===== src/rtl/ofb_pkg.sv =====
// ----------------------------------------------------------------------------
// ofb_pkg
// Shared types and constants for the page-organized OLED frame buffer.
// ----------------------------------------------------------------------------
`default_nettype none

package ofb_pkg;

  localparam int PAGES      = 8;
  localparam int COLUMNS    = 128;
  localparam int PAGE_W     = $clog2(PAGES);
  localparam int COL_W      = $clog2(COLUMNS);
  localparam int ADDR_W     = PAGE_W + COL_W;
  localparam int DEPTH      = PAGES * COLUMNS;
  localparam int HEADER_LEN = 3;
  localparam int STREAM_LEN = HEADER_LEN + COLUMNS;
  localparam int POS_W      = $clog2(STREAM_LEN);
  localparam int ROWS       = PAGES * 8;

  localparam logic [7:0] CMD_PAGE_BASE = 8'hB0;
  localparam logic [7:0] CMD_COL_HIGH  = 8'h10;
  localparam logic [7:0] CMD_COL_LOW   = 8'h00;

  localparam logic OP_DRAW    = 1'b0;
  localparam logic OP_REFRESH = 1'b1;

  typedef struct packed {
    logic       op;
    logic [7:0] x;
    logic [7:0] y;
    logic       dat;
  } in_t;

  typedef struct packed {
    logic [7:0] out_byte;
    logic       is_data;
    logic       frame_end;
  } out_t;

  // Next refresh byte as seen from the stream sequencer
  typedef struct packed {
    logic [7:0]        cmd_byte;
    logic              is_data;
    logic              frame_end;
    logic [ADDR_W-1:0] addr;
  } refresh_info_t;

  // Buffer write port
  typedef struct packed {
    logic              en;
    logic [ADDR_W-1:0] addr;
    logic [7:0]        data;
  } wr_req_t;

endpackage

`default_nettype wire


===== src/rtl/ofb_refresh_seq.sv =====
// ----------------------------------------------------------------------------
// ofb_refresh_seq
// Page / position counters of the display stream: three commands, then
// one data byte per column, page after page.
// ----------------------------------------------------------------------------
`default_nettype none

module ofb_refresh_seq (
  input  wire logic                   clk,
  input  wire logic                   rst_n,
  input  wire logic                   advance,
  output ofb_pkg::refresh_info_t      info
);

  logic [ofb_pkg::PAGE_W-1:0] page_r, page_nxt;
  logic [ofb_pkg::POS_W-1:0]  pos_r, pos_nxt;
  logic [ofb_pkg::POS_W-1:0]  col_full;
  logic [ofb_pkg::COL_W-1:0]  col;

  assign col_full = pos_r - ofb_pkg::POS_W'(ofb_pkg::HEADER_LEN);
  assign col      = col_full[ofb_pkg::COL_W-1:0];

  always_comb begin
    info.addr      = {page_r, col};
    info.is_data   = 1'b0;
    info.frame_end = 1'b0;
    info.cmd_byte  = ofb_pkg::CMD_COL_LOW;
    if (pos_r == ofb_pkg::POS_W'(0)) begin
      info.cmd_byte = 8'(ofb_pkg::CMD_PAGE_BASE + 8'(page_r));
    end else if (pos_r == ofb_pkg::POS_W'(1)) begin
      info.cmd_byte = ofb_pkg::CMD_COL_HIGH;
    end else if (pos_r == ofb_pkg::POS_W'(2)) begin
      info.cmd_byte = ofb_pkg::CMD_COL_LOW;
    end else begin
      info.is_data   = 1'b1;
      info.frame_end = (col == ofb_pkg::COL_W'(ofb_pkg::COLUMNS - 1)) &&
                       (page_r == ofb_pkg::PAGE_W'(ofb_pkg::PAGES - 1));
    end
  end

  always_comb begin
    page_nxt = page_r;
    pos_nxt  = pos_r;
    if (advance) begin
      if (pos_r == ofb_pkg::POS_W'(ofb_pkg::STREAM_LEN - 1)) begin
        pos_nxt = '0;
        if (page_r == ofb_pkg::PAGE_W'(ofb_pkg::PAGES - 1)) begin
          page_nxt = '0;
        end else begin
          page_nxt = page_r + 1'b1;
        end
      end else begin
        pos_nxt = pos_r + 1'b1;
      end
    end
  end

  always_ff @(posedge clk) begin
    if (!rst_n) begin
      page_r <= '0;
      pos_r  <= '0;
    end else begin
      page_r <= page_nxt;
      pos_r  <= pos_nxt;
    end
  end

endmodule

`default_nettype wire


===== config.mk =====
export PLATFORM = sky130hd
export DESIGN_NAME = ofb_refresh_seq
export DESIGN_NICKNAME = d
export VERILOG_FILES = /design/src/rtl/ofb_pkg.sv /design/src/rtl/ofb_refresh_seq.sv
export SDC_FILE = /design/constraint.sdc
export NUM_CORES = 1
export LEC_CHECK = 0
export BUFFER_PORTS_ARGS = -buffer_cell sky130_fd_sc_hd__buf_4
export CORE_UTILIZATION = 39
export CTS_CLUSTER_SIZE = 14
export DETAILED_ROUTE_END_ITERATION = 16
export PLACE_DENSITY_LB_ADDON = 0.15
export SKIP_LAST_GASP = 1
export SYNTH_ARGS = -nofsm -noshare
export SYNTH_HDL_FRONTEND = slang
export SYNTH_SLANG_ARGS = --single-unit

===== constraint.sdc =====
create_clock -name clk -period 1.5 [get_ports clk]
set_input_delay 0.075 -clock clk [delete_from_list [all_inputs] [get_ports clk]]
set_output_delay 0.075 -clock clk [all_outputs]
set_load 0.02 [all_outputs]

== After elaboration in Yosys (flattened, before gate mapping) ==
Cells that the tools add are included.

* Bits of input ports: 3
* Output and inout port bits: 20
* Register bits after elaboration: 11
* Logic and storage cells: 21

* Eq/ne operators: 5
* Add/subtract/negate cells: 4
* Reduce and logical (&&, ||, !) cells: 3
* Multiplexer cells: 7

{| class="wikitable"
|+ Operator list
! operator !! count
|-
| $mux W8 || 2
|-
| $add A8 B1 Y8 const B || 1
|-
| $add A8 B3 Y8 const A || 1
|-
| $eq A8 B1 Y1 const B || 1
|-
| $eq A8 B2 Y1 const B || 1
|-
| $eq A8 B8 Y1 const B || 1
|-
| $logic_not A8 Y1 || 1
|-
| $eq A7 B7 Y1 const B || 1
|-
| $sub A7 B2 Y7 const B || 1
|-
| $mux W2 || 3
|-
| $mux W5 || 1
|-
| $add A3 B1 Y3 const B || 1
|-
| $eq A3 B3 Y1 const B || 1
|-
| $mux W3 || 1
|-
| $reduce_and A2 Y1 || 1
|-
| $logic_and A1 B1 Y1 || 1
|}

== Longest topological paths before layout ==
* Depth after elaboration: 6
* Depth in mapped cells: 6
* Depth with buffers taken out: 6

== Worst setup path after synthesis ==
OpenSTA, ideal clock, no wires.

* Path kind: register to output
* From: reg pos_r[2] (netlist bit)
* To: out info[10] (netlist bit)
* Buffers on the path: 1
* Arrival time: 1.892 ns
* Setup slack: -0.467 ns
* Stages on the path, launching flop included: 6
* Required time: 1.425 ns
* Cell sequence: dfxtp_1 -> buf_2 -> or4_4 -> nor2_1 -> xor2_1 -> and4_1

{| class="wikitable"
|+ RTL lines
! element !! line !! text
|-
| from (decl) || ofb_refresh_seq.sv:16 || <nowiki>logic [ofb_pkg::POS_W-1:0] pos_r, pos_nxt;</nowiki>
|-
| from (signal assigned) || ofb_refresh_seq.sv:64 || <nowiki>pos_r <= pos_nxt;</nowiki>
|-
| to (decl) || ofb_refresh_seq.sv:12 || <nowiki>output ofb_pkg::refresh_info_t info</nowiki>
|}

==> impl_results.md <==
- Gr usage total: 18.1%
- RSZ-0062 raised after global routing: true
- Crit path launch type: flop
- Die W: 45.8 µm
- Crit. End Element: primary output
- Reg clk slew, reported paths: 0.07 ns
- Root Driver: clkbuf_4
- Max-slew violation count: 0
- Clock buffer count from CTS: 3
- CTS tree: built
- Cell area after synthesis: 749 µm²
- Synth Instances: 87
- CTS H-tree depth: 1
- Leakage dissipation: 0.000510 µW
- Hold Crit Class: in2reg
- Detail Route Antenna Nets: 0
- Period utilization: 125%
- Die Ht: 45.8 µm
- Most frequent cells in the layout: buf_4, nor2_1, buf_6, dfxtp_1, xor2_1
- Final design utilization: 68.4%
- Antenna Cells: 0
- Starting Density: 42.5%
- Minimum clock period: 1.88 ns
- Worst Path Class, Setup: reg2out
- Area delta synth->final: 60.9%
- Worst setup margin: -0.376 ns
- IO Pins: 23
- Cell taking the most area after synthesis: dfxtp_1
- Fill cells: 154
- Area of the multi-input gates: 593 µm²
- Peak supply drop: 445 µV
- Vias in the first global route: 657
- Drt total wl: 1740 µm
- Sink Count: 11
- FF-to-FF End: page_r[0]
- DRT iter0 DRCs: 11
- Core ar.: 1760 µm²
- Cell row count: 15
- Setup-failing EPs final: 20
- Failing checks: negative setup slack
- Max Freq: 533 MHz
- Post-route DRC: 0
- Worst reg2reg setup slack: -0.19 ns
- Crit path from: pos_r[2]
- Global-route wire length before repair: 2750 µm
- R2R cell count: 5
- Synth Flop Type: dfxtp_1
- Synth top area cells: dfxtp_1, ha_1, xor2_1, xnor2_1, nor2_1
- Register Area: 225 µm²
- DR pass1 iterations: 4
- Post-synthesis cell type count: 29
- Global route overflow: 0
- Synthesized flop and latch total: 11
- Post-placement cell area: 1070 µm²
- Initial antenna violation count: 0
- Layout cell share with drive strength beyond 1: 50.0%
- Routability cong.: 0.849
- Worst skew pair latency: 0.27 ns
- Final Hold Viols: 0
- Setup_tns: -4.45 ns
- Via count: 709
- Syn Area/Cell: 8.61 µm²
- Hpwl dp: 1280 µm
- Largest net degree at the start of global routing: 9
- Fin nets: 132
- MaxCap Viol Count: 0
- CTS Buffer Depth: 2
- Routed len/inst: 11.9 µm
- Most common cell after layout, fill and taps aside: buf_4
- CP peak stage delay: 0.58 ns
- Crit-path slowest cell: or4_4
- Cts hold-fix bufs: 0
- Skew final: 0.00255 ns
- Worst EP required: 1.42 ns
- Crit path to: info[10]
- Reg2Reg Launch Point: pos_r[2]
- Register area share after synthesis: 29.4%
- Fraction of registers with async set/reset: 0%
- WP data arrival: 1.80 ns
- Design Power: 765 µW
- Yosys top cell area share: 29.4%
- Status: finished, violations left
- Pwr per Cell Area: 634 nW/µm²
- Design area: 1210 µm²
- Synth Warn #: 0
- Vias per inst: 4.82
- IO Port Bufs: 20
- Post-synth EDFFs: 0
- CP Max Fanout: 3
- Die ar.: 2100 µm²
- Crit-path cells: or4_4 -> nor2_4 -> xor2_4 -> and4_4 -> buf_6
## timing repair
| item | 4_1_cts | 5_1_grt |
|---|---|---|
| setup endpoints to repair | 21 | 24 |
| gates resized for setup | 12 | 8 |
| pin swaps | 5 | 3 |
| setup buffers | 2 | 0 |
## worst min path at each step
stage,from,to,slack [ns],depth (start not counted)
3_3_place_gp,rst_n,page_r[0],0.34,2
4_1_cts,rst_n,page_r[0],0.07,2
2_1_floorplan,rst_n,page_r[0],0.20,1
6_report,rst_n,page_r[2],0.07,2
5_1_grt,rst_n,page_r[1],0.09,2
3_5_place_dp,rst_n,page_r[0],0.35,2
## critical path, delay by kind of cell (launching register included)
kind,cells,cell delay (ns)
simple gates,3,0.96
flops,1,0.31
xor+xnor,1,0.16
buf+inv,1,0.11
## layout make-up
| type | instances | share of cell area, % |
|---|---|---|
| sequential | 11 | 18.7 |
| multi-input combinational | 67 | 49.2 |
| clock buffer | 4 | 2.18 |
| timing repair buffer | 38 | 26.8 |
| inverter | 2 | 0.622 |
| tap | 25 | 2.59 |
## where the power goes
part           internal [µW]  switching [µW]  leakage, µW
clock network            103            99.4    0.0000150
logic                    132             125     0.000405
registers                299            7.12    0.0000900
total                    533             232     0.000510
## synthesized netlist by cell type (2+ instances only)
master and count:
nand2_1 4, nand3_1 3, nor2b_1 4, mux2i_1 4
buf_2 3, nor3_1 3, nand4_1 2, xor2_1 7
dfxtp_1 11, and3_1 3, buf_4 3, nor2_1 11
clkbuf_1 2, o31ai_1 2, xnor2_1 5, inv_1 2
ha_1 6
## through the flow
step | hold WS (ns) | std cells | worst slack [ns]
floorplan | 0.203 | 88 | -0.236
global placement | 0.344 | 141 | -0.138
detailed placement | 0.347 | 141 | -0.159
CTS | 0.0749 | 147 | -0.401
global route | 0.0884 | 147 | -0.414
finish | 0.0739 | 147 | -0.376
## layer usage
layer | vias up | global-route usage [%] | part of all wire, %
met1 | 332 | 21.7 | 47
met5 | - | 0 | 0
li1 | 358 | - | -
met3 | 4 | 2.38 | 2.8
met4 | 0 | 5.29 | 1.7
met2 | 15 | 33.1 | 48
## sequential cells by signal, indices dropped and copies added, names as in the netlist
signal and cells:
page_r 3, pos_r 8
## logic make-up after synthesis
kind of cell             share of synthesized area [%]
other                                            0.500
XOR/XNOR                                          14.0
flip-flops                                        29.4
AO/OA/AOI/OAI                                     5.68
AND/OR/NAND/NOR                                   28.0
buffers and inverters                             7.01
multiplexers                                      5.34
adder cells (fa/ha/maj)                           10.0
Note: power is estimated with default switching activity, not from simulation.
